--- src/rtl/slcc_pkg.sv ---
// ----------------------------------------------------------------------------
// Status LED color controller package
// Shared word types, command and status codes, state encodings and the
// breathing sine table used by the controller and its scaling lanes.
// ----------------------------------------------------------------------------
package slcc_pkg;

  // Timing constants of the controller.
  localparam int BREATHE_PERIOD_MS   = 2048;
  localparam int SINE_ENTRIES        = 256;
  localparam int REFRESH_INTERVAL_MS = 20;
  localparam int BLINK_HALF_MS       = 500;

  // Field and counter widths.
  localparam int CMD_W     = 3;
  localparam int CODE_W    = 3;
  localparam int COLOR_W   = 8;
  localparam int BRIGHT_W  = 8;
  localparam int PROD_W    = COLOR_W + BRIGHT_W;
  localparam int STEP_W    = $clog2(PROD_W);
  localparam int PHASE_W   = $clog2(BREATHE_PERIOD_MS + 1);
  localparam int REFRESH_W = $clog2(REFRESH_INTERVAL_MS + 1);
  localparam int ELAPSED_W = 10;
  localparam int IDX_W     = $clog2(SINE_ENTRIES);
  localparam int IDXP_W    = PHASE_W + IDX_W + 1;
  localparam int ROM_W     = 16;
  localparam int ROM_FRAC  = 15;
  localparam int PEAK_W    = 7;
  localparam int BREATH_W  = ROM_W + PEAK_W;

  // Configuration port.
  localparam int ADDR_W = 3;
  localparam int DATA_W = 32;
  localparam logic REG_FULL = 1'b0;
  localparam logic REG_DIM  = 1'b1;

  // Color constants.
  localparam logic [COLOR_W-1:0] COL_MAX      = 8'd255;
  localparam logic [COLOR_W-1:0] COL_AMBER    = 8'd200;
  localparam logic [COLOR_W-1:0] COL_ORANGE   = 8'd100;
  localparam logic [PEAK_W-1:0]  PEAK_BLUE    = 7'd80;
  localparam logic [PEAK_W-1:0]  PEAK_GREEN   = 7'd40;
  localparam logic [BRIGHT_W:0]  SCALE_DIV    = 9'd255;
  localparam logic [BRIGHT_W-1:0] FULL_RESET  = 8'd255;
  localparam logic [BRIGHT_W-1:0] DIM_RESET   = 8'd64;
  localparam logic [ELAPSED_W-1:0] BLINK_SAT  = 10'd1023;

  // Command codes.
  typedef enum logic [CMD_W-1:0] {
    CMD_TICK     = 3'd0,
    CMD_ALERT    = 3'd1,
    CMD_MODE     = 3'd2,
    CMD_MODALITY = 3'd3,
    CMD_BATTERY  = 3'd4,
    CMD_CAP_ON   = 3'd5,
    CMD_CAP_OFF  = 3'd6
  } cmd_e;

  // Alert, mode and modality codes.
  localparam logic [CODE_W-1:0] ALR_CLEAR      = 3'd0;
  localparam logic [CODE_W-1:0] ALR_LOW        = 3'd1;
  localparam logic [CODE_W-1:0] ALR_MID        = 3'd2;
  localparam logic [CODE_W-1:0] ALR_HIGH       = 3'd3;
  localparam logic [CODE_W-1:0] ALR_SEVERE     = 3'd4;
  localparam logic [CODE_W-1:0] MODE_MONITOR   = 3'd0;
  localparam logic [CODE_W-1:0] MODE_PRESENT   = 3'd1;
  localparam logic [CODE_W-1:0] MODE_SLEEP     = 3'd2;
  localparam logic [CODE_W-1:0] MODALITY_BOTH  = 3'd0;
  localparam logic [CODE_W-1:0] MODALITY_VIB   = 3'd1;

  // Words moved by the two channels.
  typedef struct packed {
    logic [CMD_W-1:0]  cmd;
    logic [CODE_W-1:0] payload;
  } in_word_t;

  typedef struct packed {
    logic [COLOR_W-1:0] red;
    logic [COLOR_W-1:0] green;
    logic [COLOR_W-1:0] blue;
  } out_word_t;

  // Controller sequencer states.
  typedef enum logic [2:0] {
    ST_IDLE,
    ST_BREATH,
    ST_LOAD,
    ST_SCALE,
    ST_HOLD
  } state_e;

  // Scaling lane states.
  typedef enum logic [1:0] {
    LN_IDLE,
    LN_MUL,
    LN_DIV,
    LN_DONE
  } lane_state_e;

  // Breathing table: (1 + sin) / 2 in unsigned Q1.15.
  typedef logic [SINE_ENTRIES-1:0][ROM_W-1:0] sine_rom_t;

  localparam logic [63:0] Q30_ONE = 64'd1073741824;

  // Quarter-wave sine of a Q30 argument, odd ninth-order polynomial.
  function automatic logic [63:0] quarter_sine(input logic [63:0] z);
    logic [63:0] z2;
    logic [63:0] acc;
    z2  = (z * z) >> 30;
    acc = 64'd172272;
    acc = 64'd5026995 - ((z2 * acc) >> 30);
    acc = 64'd85569306 - ((z2 * acc) >> 30);
    acc = 64'd693598669 - ((z2 * acc) >> 30);
    acc = 64'd1686629713 - ((z2 * acc) >> 30);
    acc = (z * acc) >> 30;
    return (acc > Q30_ONE) ? Q30_ONE : acc;
  endfunction

  function automatic sine_rom_t build_sine_rom();
    sine_rom_t   rom;
    logic [63:0] t;
    logic [63:0] quad;
    logic [63:0] rem;
    logic [63:0] pos;
    logic [63:0] s;
    logic [63:0] v;
    rom = '0;
    for (int k = 0; k < SINE_ENTRIES; k++) begin
      t    = 64'(4 * k);
      quad = t / SINE_ENTRIES;
      rem  = t % SINE_ENTRIES;
      pos  = quad[0] ? (64'(SINE_ENTRIES) - rem) : rem;
      s    = quarter_sine((pos << 30) / SINE_ENTRIES);
      v    = (quad >= 64'd2) ? (Q30_ONE - s) : (Q30_ONE + s);
      rom[k] = ROM_W'((v + 64'd32768) >> 16);
    end
    return rom;
  endfunction

  localparam sine_rom_t SINE_ROM = build_sine_rom();

endpackage

--- src/rtl/status_led_color_controller.sv ---
// ----------------------------------------------------------------------------
// Status LED color controller
// A tick word that causes no refresh, and every other command word, goes
// through unstalled. A refresh tick stalls the input until its color is in
// the output register; when breathing, a seven-step serial multiply of the
// sine word runs before the 24-step serial scale lanes. Reset restores all
// levels, counters and brightness registers at once; no clearing pass.
// ----------------------------------------------------------------------------
module status_led_color_controller (
  input  logic                           clk_i,
  input  logic                           rst_ni,
  // Event input channel
  input  logic                           in_valid_i,
  output logic                           in_stall_o,
  input  slcc_pkg::in_word_t             in_data_i,
  // Color output channel
  output logic                           out_valid_o,
  input  logic                           out_stall_i,
  output slcc_pkg::out_word_t            out_data_o,
  // Configuration port
  input  logic                           psel,
  input  logic                           penable,
  input  logic                           pwrite,
  input  logic [slcc_pkg::ADDR_W-1:0]    paddr,
  input  logic [slcc_pkg::DATA_W-1:0]    pwdata,
  output logic [slcc_pkg::DATA_W-1:0]    prdata,
  output logic                           pready
);

  // Configuration registers.
  logic [slcc_pkg::BRIGHT_W-1:0] full_bright_q;
  logic [slcc_pkg::BRIGHT_W-1:0] dim_bright_q;

  // Status state.
  logic [slcc_pkg::CODE_W-1:0]    alert_level_q;
  logic [slcc_pkg::CODE_W-1:0]    device_mode_q;
  logic [slcc_pkg::CODE_W-1:0]    modality_q;
  logic                           dimmed_q;
  logic                           capture_q;
  logic [slcc_pkg::REFRESH_W-1:0] refresh_q;
  logic [slcc_pkg::PHASE_W-1:0]   phase_q;
  logic [slcc_pkg::ELAPSED_W-1:0] elapsed_q;
  logic                           lit_q;

  // Sequencer and per-refresh work registers.
  slcc_pkg::state_e               state_q, state_d;
  slcc_pkg::out_word_t            base_q;
  logic                           breath_en_q;
  logic                           breath_blue_q;
  logic [slcc_pkg::PEAK_W-1:0]    peak_q;
  logic [slcc_pkg::BREATH_W-1:0]  breath_acc_q;
  logic [slcc_pkg::STEP_W-1:0]    breath_step_q;
  logic                           out_valid_q;
  slcc_pkg::out_word_t            out_data_q;

  // Combinational helpers.
  logic                           in_accept;
  logic                           is_tick;
  logic [slcc_pkg::PHASE_W-1:0]   phase_inc;
  logic [slcc_pkg::ELAPSED_W-1:0] elapsed_inc;
  logic [slcc_pkg::REFRESH_W-1:0] refresh_inc;
  logic                           refresh_hit;
  logic                           crit_path;
  logic                           blink_flip;
  logic                           lit_new;
  slcc_pkg::out_word_t            base_sel;
  logic                           breath_sel;
  logic                           breath_blue_sel;
  logic [slcc_pkg::PEAK_W-1:0]    peak_sel;
  logic [slcc_pkg::IDXP_W-1:0]    idx_full;
  logic [slcc_pkg::IDX_W-1:0]     rom_idx;
  logic [slcc_pkg::ROM_W-1:0]     rom_word;
  logic                           breath_last;
  logic [slcc_pkg::COLOR_W-1:0]   breath_level;
  logic                           lane_start;
  logic [slcc_pkg::BRIGHT_W-1:0]  bright_sel;
  logic [slcc_pkg::COLOR_W-1:0]   lane_val_r, lane_val_g, lane_val_b;
  logic [2:0]                     lane_done;
  logic                           lanes_done;
  slcc_pkg::out_word_t            lane_res;
  logic                           out_free;
  logic                           out_load;
  logic                           cfg_write;

  // Configuration port access.
  assign pready    = 1'b1;
  assign cfg_write = psel && penable && pwrite;
  assign prdata    = (paddr[2] == slcc_pkg::REG_DIM) ? slcc_pkg::DATA_W'(dim_bright_q)
                                                     : slcc_pkg::DATA_W'(full_bright_q);

  assign in_accept = in_valid_i && !in_stall_o;
  assign is_tick   = (in_data_i.cmd == slcc_pkg::CMD_TICK);

  // Tick counters.
  always_comb begin
    phase_inc = phase_q + 1'b1;
    if (phase_inc >= slcc_pkg::PHASE_W'(slcc_pkg::BREATHE_PERIOD_MS)) begin
      phase_inc = '0;
    end
    elapsed_inc = (elapsed_q < slcc_pkg::BLINK_SAT) ? elapsed_q + 1'b1 : elapsed_q;
    refresh_inc = refresh_q + 1'b1;
    refresh_hit = is_tick
                  && (refresh_inc >= slcc_pkg::REFRESH_W'(slcc_pkg::REFRESH_INTERVAL_MS));
  end

  // Color choice by priority for the refresh that this tick causes.
  always_comb begin
    base_sel        = '0;
    breath_sel      = 1'b0;
    breath_blue_sel = 1'b0;
    peak_sel        = slcc_pkg::PEAK_GREEN;
    crit_path       = 1'b0;
    blink_flip      = (elapsed_inc > slcc_pkg::ELAPSED_W'(slcc_pkg::BLINK_HALF_MS));
    lit_new         = blink_flip ? !lit_q : lit_q;
    priority if (capture_q) begin
      base_sel.red  = slcc_pkg::COL_MAX;
      base_sel.blue = slcc_pkg::COL_MAX;
    end else if (device_mode_q == slcc_pkg::MODE_PRESENT) begin
      breath_sel      = 1'b1;
      breath_blue_sel = 1'b1;
      peak_sel        = slcc_pkg::PEAK_BLUE;
    end else if (device_mode_q == slcc_pkg::MODE_SLEEP) begin
      base_sel = '0;
    end else if (modality_q == slcc_pkg::MODALITY_VIB) begin
      breath_sel = 1'b1;
    end else begin
      unique case (alert_level_q)
        slcc_pkg::ALR_CLEAR: breath_sel = 1'b1;
        slcc_pkg::ALR_LOW: begin
          base_sel.red   = slcc_pkg::COL_MAX;
          base_sel.green = slcc_pkg::COL_AMBER;
        end
        slcc_pkg::ALR_MID: begin
          base_sel.red   = slcc_pkg::COL_MAX;
          base_sel.green = slcc_pkg::COL_ORANGE;
        end
        slcc_pkg::ALR_HIGH: base_sel.red = slcc_pkg::COL_MAX;
        slcc_pkg::ALR_SEVERE: begin
          crit_path    = 1'b1;
          base_sel.red = lit_new ? slcc_pkg::COL_MAX : '0;
        end
        default: base_sel = '0;
      endcase
    end
  end

  // Sine table lookup from the stored phase.
  always_comb begin
    idx_full = (slcc_pkg::IDXP_W'(phase_q) * slcc_pkg::IDXP_W'(slcc_pkg::SINE_ENTRIES))
               / slcc_pkg::IDXP_W'(slcc_pkg::BREATHE_PERIOD_MS);
    if (idx_full >= slcc_pkg::IDXP_W'(slcc_pkg::SINE_ENTRIES)) begin
      rom_idx = slcc_pkg::IDX_W'(slcc_pkg::SINE_ENTRIES - 1);
    end else begin
      rom_idx = idx_full[slcc_pkg::IDX_W-1:0];
    end
    rom_word = slcc_pkg::SINE_ROM[rom_idx];
  end

  assign breath_last  = (breath_step_q == slcc_pkg::STEP_W'(slcc_pkg::PEAK_W - 1));
  assign breath_level = breath_acc_q[slcc_pkg::ROM_FRAC +: slcc_pkg::COLOR_W];

  // Lane operands: the breathing level replaces its channel.
  always_comb begin
    bright_sel = dimmed_q ? dim_bright_q : full_bright_q;
    lane_val_r = base_q.red;
    lane_val_g = (breath_en_q && !breath_blue_q) ? breath_level : base_q.green;
    lane_val_b = (breath_en_q && breath_blue_q) ? breath_level : base_q.blue;
  end

  slcc_lane u_lane_r (
    .clk_i    (clk_i),
    .rst_ni   (rst_ni),
    .start_i  (lane_start),
    .value_i  (lane_val_r),
    .bright_i (bright_sel),
    .done_o   (lane_done[0]),
    .result_o (lane_res.red)
  );

  slcc_lane u_lane_g (
    .clk_i    (clk_i),
    .rst_ni   (rst_ni),
    .start_i  (lane_start),
    .value_i  (lane_val_g),
    .bright_i (bright_sel),
    .done_o   (lane_done[1]),
    .result_o (lane_res.green)
  );

  slcc_lane u_lane_b (
    .clk_i    (clk_i),
    .rst_ni   (rst_ni),
    .start_i  (lane_start),
    .value_i  (lane_val_b),
    .bright_i (bright_sel),
    .done_o   (lane_done[2]),
    .result_o (lane_res.blue)
  );

  assign lanes_done = &lane_done;
  assign out_free   = !out_valid_q || !out_stall_i;

  // Next state.
  always_comb begin
    state_d = state_q;
    unique case (state_q)
      slcc_pkg::ST_IDLE: begin
        if (in_accept && refresh_hit) begin
          state_d = breath_sel ? slcc_pkg::ST_BREATH : slcc_pkg::ST_LOAD;
        end
      end
      slcc_pkg::ST_BREATH: if (breath_last) state_d = slcc_pkg::ST_LOAD;
      slcc_pkg::ST_LOAD:   state_d = slcc_pkg::ST_SCALE;
      slcc_pkg::ST_SCALE: begin
        if (lanes_done) begin
          state_d = out_free ? slcc_pkg::ST_IDLE : slcc_pkg::ST_HOLD;
        end
      end
      slcc_pkg::ST_HOLD:   if (out_free) state_d = slcc_pkg::ST_IDLE;
      default:             state_d = slcc_pkg::ST_IDLE;
    endcase
  end

  // Sequencer outputs.
  always_comb begin
    in_stall_o = (state_q != slcc_pkg::ST_IDLE);
    lane_start = (state_q == slcc_pkg::ST_LOAD);
    out_load   = out_free && ((state_q == slcc_pkg::ST_SCALE && lanes_done)
                              || state_q == slcc_pkg::ST_HOLD);
  end

  assign out_valid_o = out_valid_q;
  assign out_data_o  = out_data_q;

  // Control and status registers.
  always_ff @(posedge clk_i or negedge rst_ni) begin
    if (!rst_ni) begin
      full_bright_q <= slcc_pkg::FULL_RESET;
      dim_bright_q  <= slcc_pkg::DIM_RESET;
      alert_level_q <= slcc_pkg::ALR_CLEAR;
      device_mode_q <= slcc_pkg::MODE_MONITOR;
      modality_q    <= slcc_pkg::MODALITY_BOTH;
      dimmed_q      <= 1'b0;
      capture_q     <= 1'b0;
      refresh_q     <= '0;
      phase_q       <= '0;
      elapsed_q     <= '0;
      lit_q         <= 1'b1;
      state_q       <= slcc_pkg::ST_IDLE;
      breath_step_q <= '0;
      out_valid_q   <= 1'b0;
    end else begin
      state_q <= state_d;

      if (cfg_write) begin
        if (paddr[2] == slcc_pkg::REG_DIM) begin
          dim_bright_q <= pwdata[slcc_pkg::BRIGHT_W-1:0];
        end else begin
          full_bright_q <= pwdata[slcc_pkg::BRIGHT_W-1:0];
        end
      end

      if (in_accept) begin
        unique case (in_data_i.cmd)
          slcc_pkg::CMD_TICK: begin
            phase_q <= phase_inc;
            if (refresh_hit) begin
              refresh_q <= '0;
            end else begin
              refresh_q <= refresh_inc;
            end
            if (refresh_hit && crit_path && blink_flip) begin
              elapsed_q <= '0;
              lit_q     <= lit_new;
            end else begin
              elapsed_q <= elapsed_inc;
            end
          end
          slcc_pkg::CMD_ALERT:    alert_level_q <= in_data_i.payload;
          slcc_pkg::CMD_MODE:     device_mode_q <= in_data_i.payload;
          slcc_pkg::CMD_MODALITY: modality_q    <= in_data_i.payload;
          slcc_pkg::CMD_BATTERY:  dimmed_q      <= 1'b1;
          slcc_pkg::CMD_CAP_ON:   capture_q     <= 1'b1;
          slcc_pkg::CMD_CAP_OFF:  capture_q     <= 1'b0;
          default: begin
          end
        endcase
      end

      if (state_q == slcc_pkg::ST_BREATH) begin
        breath_step_q <= breath_step_q + 1'b1;
      end else begin
        breath_step_q <= '0;
      end

      if (out_load) begin
        out_valid_q <= 1'b1;
      end else if (!out_stall_i) begin
        out_valid_q <= 1'b0;
      end
    end
  end

  // Per-refresh work registers and the serial breathing multiply.
  always_ff @(posedge clk_i) begin
    if (in_accept && refresh_hit) begin
      base_q        <= base_sel;
      breath_en_q   <= breath_sel;
      breath_blue_q <= breath_blue_sel;
      peak_q        <= peak_sel;
      breath_acc_q  <= '0;
    end else if (state_q == slcc_pkg::ST_BREATH) begin
      breath_acc_q <= {breath_acc_q[slcc_pkg::BREATH_W-2:0], 1'b0}
                      + (peak_q[slcc_pkg::PEAK_W-1]
                         ? slcc_pkg::BREATH_W'(rom_word) : '0);
      peak_q       <= {peak_q[slcc_pkg::PEAK_W-2:0], 1'b0};
    end
    if (out_load) begin
      out_data_q <= lane_res;
    end
  end

`ifndef SYNTHESIS
  // The refresh counter always clears before reaching the interval.
  a_refresh_range: assert property (@(posedge clk_i) disable iff (!rst_ni)
    refresh_q < slcc_pkg::REFRESH_W'(slcc_pkg::REFRESH_INTERVAL_MS))
    else $error("refresh counter out of range");

  // The breathing phase wraps inside its period.
  a_phase_range: assert property (@(posedge clk_i) disable iff (!rst_ni)
    phase_q < slcc_pkg::PHASE_W'(slcc_pkg::BREATHE_PERIOD_MS))
    else $error("breathing phase out of range");

  // Lanes only finish while the sequencer waits for them.
  a_lane_done_state: assert property (@(posedge clk_i) disable iff (!rst_ni)
    lanes_done |-> state_q == slcc_pkg::ST_SCALE)
    else $error("scale lanes finished outside the scale state");

  // A refresh tick starts a color computation.
  a_refresh_starts: assert property (@(posedge clk_i) disable iff (!rst_ni)
    (in_accept && refresh_hit) |=>
      (state_q == slcc_pkg::ST_BREATH || state_q == slcc_pkg::ST_LOAD))
    else $error("refresh tick did not start a color computation");
`endif

endmodule

--- src/rtl/slcc_lane.sv ---
// ----------------------------------------------------------------------------
// Status LED color scaling lane
// Computes value * brightness / 255 (floor) bit-serially: a shift-add
// multiply over the brightness bits, then a restoring divide by 255.
// ----------------------------------------------------------------------------
module slcc_lane (
  input  logic                          clk_i,
  input  logic                          rst_ni,
  input  logic                          start_i,
  input  logic [slcc_pkg::COLOR_W-1:0]  value_i,
  input  logic [slcc_pkg::BRIGHT_W-1:0] bright_i,
  output logic                          done_o,
  output logic [slcc_pkg::COLOR_W-1:0]  result_o
);

  slcc_pkg::lane_state_e state_q, state_d;

  logic [slcc_pkg::STEP_W-1:0]   step_q;
  logic [slcc_pkg::BRIGHT_W-1:0] bright_q;
  logic [slcc_pkg::COLOR_W-1:0]  value_q;
  logic [slcc_pkg::PROD_W-1:0]   prod_q;
  logic [slcc_pkg::COLOR_W-1:0]  rem_q;
  logic [slcc_pkg::COLOR_W-1:0]  quot_q;

  logic                          mul_last;
  logic                          div_last;
  logic [slcc_pkg::COLOR_W:0]    trial;
  logic                          qbit;
  logic [slcc_pkg::COLOR_W-1:0]  rem_next;

  assign mul_last = (step_q == slcc_pkg::STEP_W'(slcc_pkg::BRIGHT_W - 1));
  assign div_last = (step_q == slcc_pkg::STEP_W'(slcc_pkg::PROD_W - 1));

  // One divide step: bring down the next product bit and compare with 255.
  always_comb begin
    trial = {rem_q, prod_q[slcc_pkg::PROD_W-1]};
    qbit  = (trial >= slcc_pkg::SCALE_DIV);
    if (qbit) begin
      rem_next = slcc_pkg::COLOR_W'(trial - slcc_pkg::SCALE_DIV);
    end else begin
      rem_next = trial[slcc_pkg::COLOR_W-1:0];
    end
  end

  // Next state.
  always_comb begin
    state_d = state_q;
    unique case (state_q)
      slcc_pkg::LN_IDLE: if (start_i) state_d = slcc_pkg::LN_MUL;
      slcc_pkg::LN_MUL:  if (mul_last) state_d = slcc_pkg::LN_DIV;
      slcc_pkg::LN_DIV:  if (div_last) state_d = slcc_pkg::LN_DONE;
      slcc_pkg::LN_DONE: state_d = slcc_pkg::LN_IDLE;
      default:           state_d = slcc_pkg::LN_IDLE;
    endcase
  end

  // Outputs.
  always_comb begin
    done_o   = (state_q == slcc_pkg::LN_DONE);
    result_o = quot_q;
  end

  // Control registers.
  always_ff @(posedge clk_i or negedge rst_ni) begin
    if (!rst_ni) begin
      state_q <= slcc_pkg::LN_IDLE;
      step_q  <= '0;
    end else begin
      state_q <= state_d;
      if (state_q == slcc_pkg::LN_IDLE || (state_q == slcc_pkg::LN_MUL && mul_last)) begin
        step_q <= '0;
      end else begin
        step_q <= step_q + 1'b1;
      end
    end
  end

  // Datapath shift registers.
  always_ff @(posedge clk_i) begin
    unique case (state_q)
      slcc_pkg::LN_IDLE: begin
        if (start_i) begin
          bright_q <= bright_i;
          value_q  <= value_i;
          prod_q   <= '0;
          rem_q    <= '0;
        end
      end
      slcc_pkg::LN_MUL: begin
        prod_q   <= {prod_q[slcc_pkg::PROD_W-2:0], 1'b0}
                    + (bright_q[slcc_pkg::BRIGHT_W-1]
                       ? slcc_pkg::PROD_W'(value_q) : '0);
        bright_q <= {bright_q[slcc_pkg::BRIGHT_W-2:0], 1'b0};
      end
      slcc_pkg::LN_DIV: begin
        prod_q <= {prod_q[slcc_pkg::PROD_W-2:0], 1'b0};
        rem_q  <= rem_next;
        quot_q <= {quot_q[slcc_pkg::COLOR_W-2:0], qbit};
      end
      default: begin
      end
    endcase
  end

endmodule

--- config.mk ---
export PLATFORM = sky130hd
export DESIGN_NAME = status_led_color_controller
export DESIGN_NICKNAME = d
export VERILOG_FILES = /design/src/rtl/slcc_pkg.sv /design/src/rtl/status_led_color_controller.sv /design/src/rtl/slcc_lane.sv
export SDC_FILE = /design/constraint.sdc
export NUM_CORES = 1
export LEC_CHECK = 0
export BUFFER_PORTS_ARGS = -buffer_cell sky130_fd_sc_hd__buf_2
export CAP_MARGIN = 20
export CORE_MARGIN = 3
export CORE_UTILIZATION = 25
export CTS_BUF_LIST = sky130_fd_sc_hd__clkbuf_4 sky130_fd_sc_hd__clkbuf_8
export CTS_CLUSTER_DIAMETER = 30
export DETAILED_ROUTE_END_ITERATION = 6
export HOLD_SLACK_MARGIN = 0.05
export SYNTH_ARGS = -nofsm -noshare
export SYNTH_HDL_FRONTEND = slang
export SYNTH_SLANG_ARGS = --single-unit
export TNS_END_PERCENT = 100
--- constraint.sdc ---
create_clock -name clk_i -period 8.3 [get_ports clk_i]
set_input_delay 1.66 -clock clk_i [delete_from_list [all_inputs] [get_ports clk_i]]
set_output_delay 1.66 -clock clk_i [all_outputs]
set_load 0.02 [all_outputs]
==> flow_summary.json, run 1 <==
{
  "cts-hold-fix-buffers": 0,
  "status": "finished clean",
  "wl_per_cell_um": 17.8,
  "setup-violations-final": 0,
  "start_util_pct": 25.3,
  "cts_buffers": 71,
  "cts_max_level": 3,
  "crit_required_ns": 8.77,
  "row_count": 100,
  "cts_resized": 0,
  "post-route-period-util_pct": 79.0,
  "peakVddDrop_uv": 159,
  "ys_types": 94,
  "drc": 0,
  "ant_nets": 0,
  "synth_ff_type": "edfxtp_1",
  "crit_path_start_kind": "flip-flop",
  "holdPathEnd": "out_data_o[15]",
  "total_power_uw": 7550,
  "grt_pass1_wl_mm": 88.3,
  "core-area_mm2": 0.0747,
  "fillers": 7871,
  "vias_per_cell": 5.39,
  "syn_area_per_cell_um2": 9.12,
  "grt_max_degree": 63,
  "yosys-top-cells-area": "edfxtp_1 27%, dfrtp_1 9.4%, ha_1 5.4%",
  "multi_input_area_mm2": 0.0103,
  "slew_headroom_pct": 32.7,
  "cts_root_buffer": "clkbuf_8",
  "p_sw_share_pct": 41.7,
  "portBuffers": 55,
  "cts_setup_buffers": 0,
  "synthCells": 2070,
  "hold_violations": 0,
  "p_per_area_mw_per_mm2": 350,
  "final_max_slew_viol_count": 0,
  "die_h_um": 281,
  "finalNetCount": 2234,
  "io_pins": 107,
  "antenna_found_initial": 6,
  "maxCapViolations": 0,
  "internal_power_uw": 4400,
  "crit_path_end_kind": "flip-flop",
  "holdPathStages": 0,
  "tightest_slew_ns": 1.01,
  "place.gp.congestion": 1.06,
  "synth_most_common_cell": "nand2_1",
  "drtIter0Drc": 2032,
  "clk_latency_ns": 0.61,
  "die-area_mm2": 0.0789,
  "ys_async_sr_fraction_pct": 29.3,
  "area.sequential_mm2": 0.00767,
  "ys_seq_elements": 276,
  "area_growth_syn_to_layout_pct": 14.2,
  "synth_edf_count": 172,
  "r2r_setup_slack_ns": 1.75,
  "clock_skew_ns": 0.0569,
  "cts_tree": "built",
  "grt_pass1_vias": 16100,
  "cp_max_fo": 20,
  "yosys_warnings": 0,
  "synth_area_mm2": 0.0189,
  "clock_sinks": 276,
  "power.leakage_uw": 0.00820,
  "holdCritPathClass": "reg2reg",
  "achievable-frequency_mhz": 153,
  "power_frac_seq_pct": 32.7,
  "synth_top_cell_by_area": "edfxtp_1",
  "wirelength_mm": 55.9,
  "dr_total_vias": 16900,
  "clk_pin_slew_worst_paths_ns": 0.06,
  "clock_path_buffers": 3,
  "synthTopCellsByCount": "218 x nand2_1, 172 x edfxtp_1, 162 x o21ai_0, 154 x nor2_1, 147 x a21oi_1",
  "grt_usage_pct": 13.8,
  "rsz0062_at_grt": "no",
  "ff2ff_path_depth": 19,
  "drive_gt1_share_pct": 16.2,
  "crit_arrival_ns": 7.02,
  "switchingPower_uw": 3150,
  "firstDrtPassIters": 7,
  "period_needed_ns": 6.55,
  "die_width_um": 281,
  "dp_hpwl_mm": 37.2,
  "pwr-share-clk_pct": 23.5,
  "reg2reg_to": "breath_acc_q[17]",
  "grt-ovfl-total": 0,
  "r2r-start": "phase_q[11]",
  "final.setup.tns_ns": 0,
  "synth.top_cell.area_share_pct": 27.3,
  "pwr-share-comb_pct": 43.8,
  "ys_seq_area_share_pct": 40.6,
  "critPathKind": "reg2reg",
  "worstHoldStart": "u_lane_g.result_o[7]"
}
-- power by group through the flow --
stage | combinational, uW | sequential, uW | clock (uW)
6_report | 3300 | 2470 | 1780
5_1_grt | 3630 | 2540 | 1900
4_1_cts | 3220 | 2470 | 1830
3_5_place_dp | 3210 | 2490 | 0
3_3_place_gp | 3180 | 2480 | 0
2_1_floorplan | 2460 | 2370 | 0
-- layout by cell type (no fill, tap or decap), types with 45 or more instances in the layout --
cell,synthesis,layout
a21oi_1,147,146
buf_2,42,58
clkbuf_8,0,79
dfrtp_1,71,68
edfxtp_1,172,172
ha_1,81,81
inv_1,51,51
mux2_2,66,66
nand2_1,218,218
nand3_1,69,69
nor2_1,154,152
o211ai_1,45,45
o21ai_0,162,162
-- critical path, stage by stage (launching register included) --
cell	delay [ns]
dfrtp_2	0.58
nor2_1	0.84
inv_1	0.36
ha_1	0.90
buf_4	0.30
inv_1	0.18
nand2_1	0.13
a21oi_1	0.08
a211o_1	0.25
a221oi_1	0.30
a311oi_1	0.14
a311oi_1	0.66
ha_1	0.41
o21ai_0	0.09
nor2_1	0.10
o211a_1	0.25
o21ai_0	0.39
a21boi_0	0.21
xnor2_1	0.17
a21oi_1	0.08
-- worst max path at each step --
stage	startpoint	endpoint	slack, ns	depth (start not counted)
final	phase_q[11]	breath_acc_q[17]	1.75	19
after global routing	phase_q[11]	breath_acc_q[19]	1.44	19
after CTS	phase_q[11]	breath_acc_q[17]	2.05	19
after detailed placement	phase_q[11]	breath_acc_q[17]	2.06	19
after global placement	phase_q[11]	breath_acc_q[17]	2.07	19
after floorplan	phase_q[11]	breath_acc_q[15]	3.49	22
-- cells by family after synthesis --
family | synth area share, %
AOI/OAI and AO/OA | 23.0
DFF | 40.6
buffers and inverters | 5.29
and+or+nand+nor | 17.5
xor gates and xnor gates | 3.20
other | 0.0398
adders and majority gates | 5.84
muxes | 4.53
-- metrics by stage --
step | area [um^2] | setup slack, ns | std cells | util (%) | hold slack [ns]
2_1_floorplan | 19000 | 3.49 | 2093 | - | 0.400
3_3_place_gp | 20000 | 2.07 | 2991 | 26.7 | 0.403
3_5_place_dp | 20000 | 2.06 | 2993 | 26.8 | 0.405
4_1_cts | 21500 | 2.05 | 3124 | 28.8 | 0.418
5_1_grt | 21600 | 1.44 | 3128 | 28.9 | 0.422
6_report | 21600 | 1.75 | 3133 | 28.9 | 0.418
-- layout make-up --
| class | instances | area share (%) |
|---|---|---|
| inverters | 60 | 1.04 |
| well taps | 969 | 5.62 |
| clock inverters | 39 | 1.65 |
| repair buffers | 96 | 2.70 |
| flip-flops and latches | 276 | 35.6 |
| diodes | 5 | 0.0580 |
| multi-input cells | 1596 | 47.9 |
| clock buffers | 92 | 5.49 |
-- sequential cells by signal (all words and copies together) (netlist names), 10 cells and up --
signal / cells
breath_acc_q: 23
u_lane_g.prod_q: 16
phase_q: 12
out_data_o: 24
u_lane_r.prod_q: 16
u_lane_b.prod_q: 16
elapsed_q: 10
-- layer usage --
metal / GRT usage (%) / part of all wire, % / up-vias
li1: - / - / 7801
met5: 0 / 0.023 / -
met3: 4.69 / 11 / 262
met4: 7.10 / 5.0 / 2
met2: 20.1 / 41 / 932
met1: 18.0 / 42 / 7894
Power figures use the tool's default switching activity.
==> run 2: changes to the inputs <==
Settings changed: ABC_AREA set to 1.
Clock period 8.3 ns to 5.4 ns, I/O delays scaled along.
==> run 2 against run 1 <==
  * Register-to-register slack worse by 1.2 ns
  * Routed wire length down 1.1%
  * Non-clock buffer count is 7 higher
  * Largest cell class unchanged
==> flow_summary.json, run 2 <==
{
  "critPathKind": "reg2reg",
  "synth.top_cell.area_share_pct": 28.5,
  "synth_area_mm2": 0.0181,
  "die_width_um": 275,
  "rsz0062_at_grt": "no",
  "setup-violations-final": 0,
  "synthTopCellsByCount": "596 x nand2_1, 254 x inv_1, 238 x o21ai_0, 192 x nor2_1, 173 x a21oi_1",
  "synth_ff_type": "edfxtp_1",
  "final_cell_mix": "596 x nand2_1, 254 x inv_1, 238 x o21ai_0",
  "place.gp.congestion": 1.04,
  "drc": 0,
  "path_cells": "nor2_4, inv_1, ha_1, nand2_2, nand2_1, a21boi_0, nand3_1, a31oi_1, o21ai_1, nor2_1, ha_1, fa_1, nand2_1, o21ai_0, a21oi_1, o21bai_1, nand3_1, nand2_1, nand2_1, nand2_1, nand3_1, nand2_1, inv_1",
  "vias_per_cell": 4.83,
  "cts_buffers": 74,
  "power.leakage_uw": 0.00913,
  "core-area_mm2": 0.0716,
  "antenna_found_initial": 2,
  "clock_skew_ns": 0.0252,
  "finalNetCount": 2608,
  "grt-ovfl-total": 0,
  "grt_usage_pct": 14.2,
  "cts_root_buffer": "clkbuf_8",
  "setup.worst_path.start": "phase_q[4]",
  "final_max_slew_viol_count": 0,
  "ys_seq_area_share_pct": 42.3,
  "cp_max_fo": 9,
  "period_needed_ns": 4.83,
  "die_h_um": 275,
  "clock_path_buffers": 3,
  "status": "finished clean",
  "start_util_pct": 25.3,
  "cts_setup_buffers": 0,
  "p_per_area_mw_per_mm2": 262,
  "hold_violations": 0,
  "grt_pass1_wl_mm": 86.4,
  "dp_hpwl_mm": 39.3,
  "cpPeakStageDelay_ns": 0.51,
  "wirelength_mm": 55.3,
  "crit_arrival_ns": 5.33,
  "ys_async_sr_fraction_pct": 29.3,
  "holdCritPathClass": "reg2reg",
  "total_power_uw": 5540,
  "firstDrtPassIters": 6,
  "drtIter0Drc": 1815,
  "r2r-start": "phase_q[4]",
  "crit_required_ns": 5.90,
  "fillers": 7730,
  "slew_headroom_pct": 41.4,
  "io_pins": 107,
  "synth_most_common_cell": "nand2_1",
  "peakVddDrop_uv": 158,
  "clk_latency_ns": 0.62,
  "ys_seq_elements": 276,
  "drive_gt1_share_pct": 11.6,
  "crit_top_cell": "nand2_1",
  "yosys_warnings": 0,
  "portBuffers": 55,
  "largest_reg_flops": 24,
  "synthCells": 2372,
  "tightest_slew_ns": 0.879,
  "cts_resized": 0,
  "yosys-top-cells-area": "edfxtp_1 28%, nand2_1 12%, dfrtp_1 9.8%",
  "wl_per_cell_um": 15.9,
  "area_growth_syn_to_layout_pct": 16.9,
  "post-route-period-util_pct": 89.4,
  "synth_edf_count": 172,
  "ys_types": 60,
  "grt_pass1_vias": 15700,
  "synth_top_cell_by_area": "edfxtp_1",
  "cts_tree": "built",
  "grt_max_degree": 59,
  "maxCapViolations": 0,
  "clk_pin_slew_worst_paths_ns": 0.05,
  "diodes": 0,
  "die-area_mm2": 0.0758,
  "final.setup.tns_ns": 0,
  "achievable-frequency_mhz": 207,
  "worst_path_max_delay_cell": "dfrtp_1",
  "cts-hold-fix-buffers": 0,
  "clock_sinks": 276,
  "row_count": 98,
  "worstHoldStart": "u_lane_g.result_o[7]",
  "cts_max_level": 3,
  "crit_path_end_kind": "flip-flop",
  "crit_path_start_kind": "flip-flop",
  "syn_area_per_cell_um2": 7.64,
  "dr_total_vias": 16800,
  "ant_nets": 0,
  "final_common_cell": "nand2_1"
}
[run 2: cell types whose count changed in the layout (fill, tap and decap cells not counted), moves of 23 or more]
cell and delta:
a21oi_1 +27, nand2b_1 -24, mux2_2 -64, o21ai_0 +76, a31oi_1 -27, inv_1 +203
xnor2_1 -37, nand2_1 +378, a21o_1 -29, and3_1 -23, nand3_1 +93, and2_1 -31
nor2_1 +39
[run 2: metrics by stage]
| step | instances | setup slack [ns] | hold WS [ns] | utilization, % | area (um^2) |
|---|---|---|---|---|---|
| global route | 3485 | 0.318 | 0.439 | 29.6 | 21200 |
| detailed placement | 3348 | 0.795 | 0.411 | 27.3 | 19500 |
| global placement | 3348 | 0.752 | 0.402 | 27.3 | 19500 |
| floorplan | 2395 | 1.53 | 0.400 | - | 18200 |
| CTS | 3484 | 0.718 | 0.423 | 29.6 | 21200 |
| finish | 3485 | 0.570 | 0.421 | 29.6 | 21200 |
[run 2: cell type report]
type	instances	area (um^2)	share of cell area [%]
multi-input combinational	1749	9010	42.5
sequential	276	7660	36.2
clock buffer	95	1230	5.79
tap	950	1190	5.61
inverter	271	1020	4.81
timing repair buffer	103	671	3.17
clock inverter	41	409	1.93
[run 2: logic make-up (layout without fill, tap and decap cells)]
group                    Yosys count  in the layout  share of synthesized area, %
multiplexers                       2              2                         0.124
buffers and inverters            370            510                          8.55
flip-flops                       276            276                          42.3
adder cells (fa/ha/maj)           85             85                          6.03
AND/OR/NAND/NOR                 1063           1063                          24.9
AO/OA/AOI/OAI                    552            552                          17.0
XOR/XNOR                          22             22                          1.06
other                              2             25                        0.0414
[run 2: worst max-delay path: cells and delay by family, from the launching register on]
kind                       cells  cell delay (ns)
AOI/OAI and AO/OA              6             1.33
adders and majority gates      3             0.91
buffers and inverters          2             0.31
DFF                            1             0.51
and+or+nand+nor               12             1.64
[run 2: worst paths after layout]
path                                     to  slack, ns  depth (start not counted)
max                        breath_acc_q[19]       0.57                         23
min                          out_data_o[15]       0.42                          0
max reg2reg                breath_acc_q[19]       0.57                         23
min reg2reg                  out_data_o[15]       0.42                          0
max in group asynchronous             lit_q       3.93                          2
min in group asynchronous   dim_bright_q[0]       0.55                          1
[run 2: where the power goes]
group / internal (uW) / leakage, uW / switching (uW)
sequential: 2280 / 0.00234 / 21.1
clock: 1840 / 0.000847 / 1090
combinational: 92.6 / 0.00594 / 224
[run 2: per-layer routing]
| metal | vias to the layer above | track usage [%] | share of wire, % |
|---|---|---|---|
| met1 | 7594 | 19.1 | 43 |
| li1 | 8238 | - | - |
| met3 | 226 | 3.01 | 9.0 |
| met2 | 786 | 21.4 | 42 |
| met4 | 2 | 7.80 | 5.5 |
| met5 | - | 0 | 0.025 |
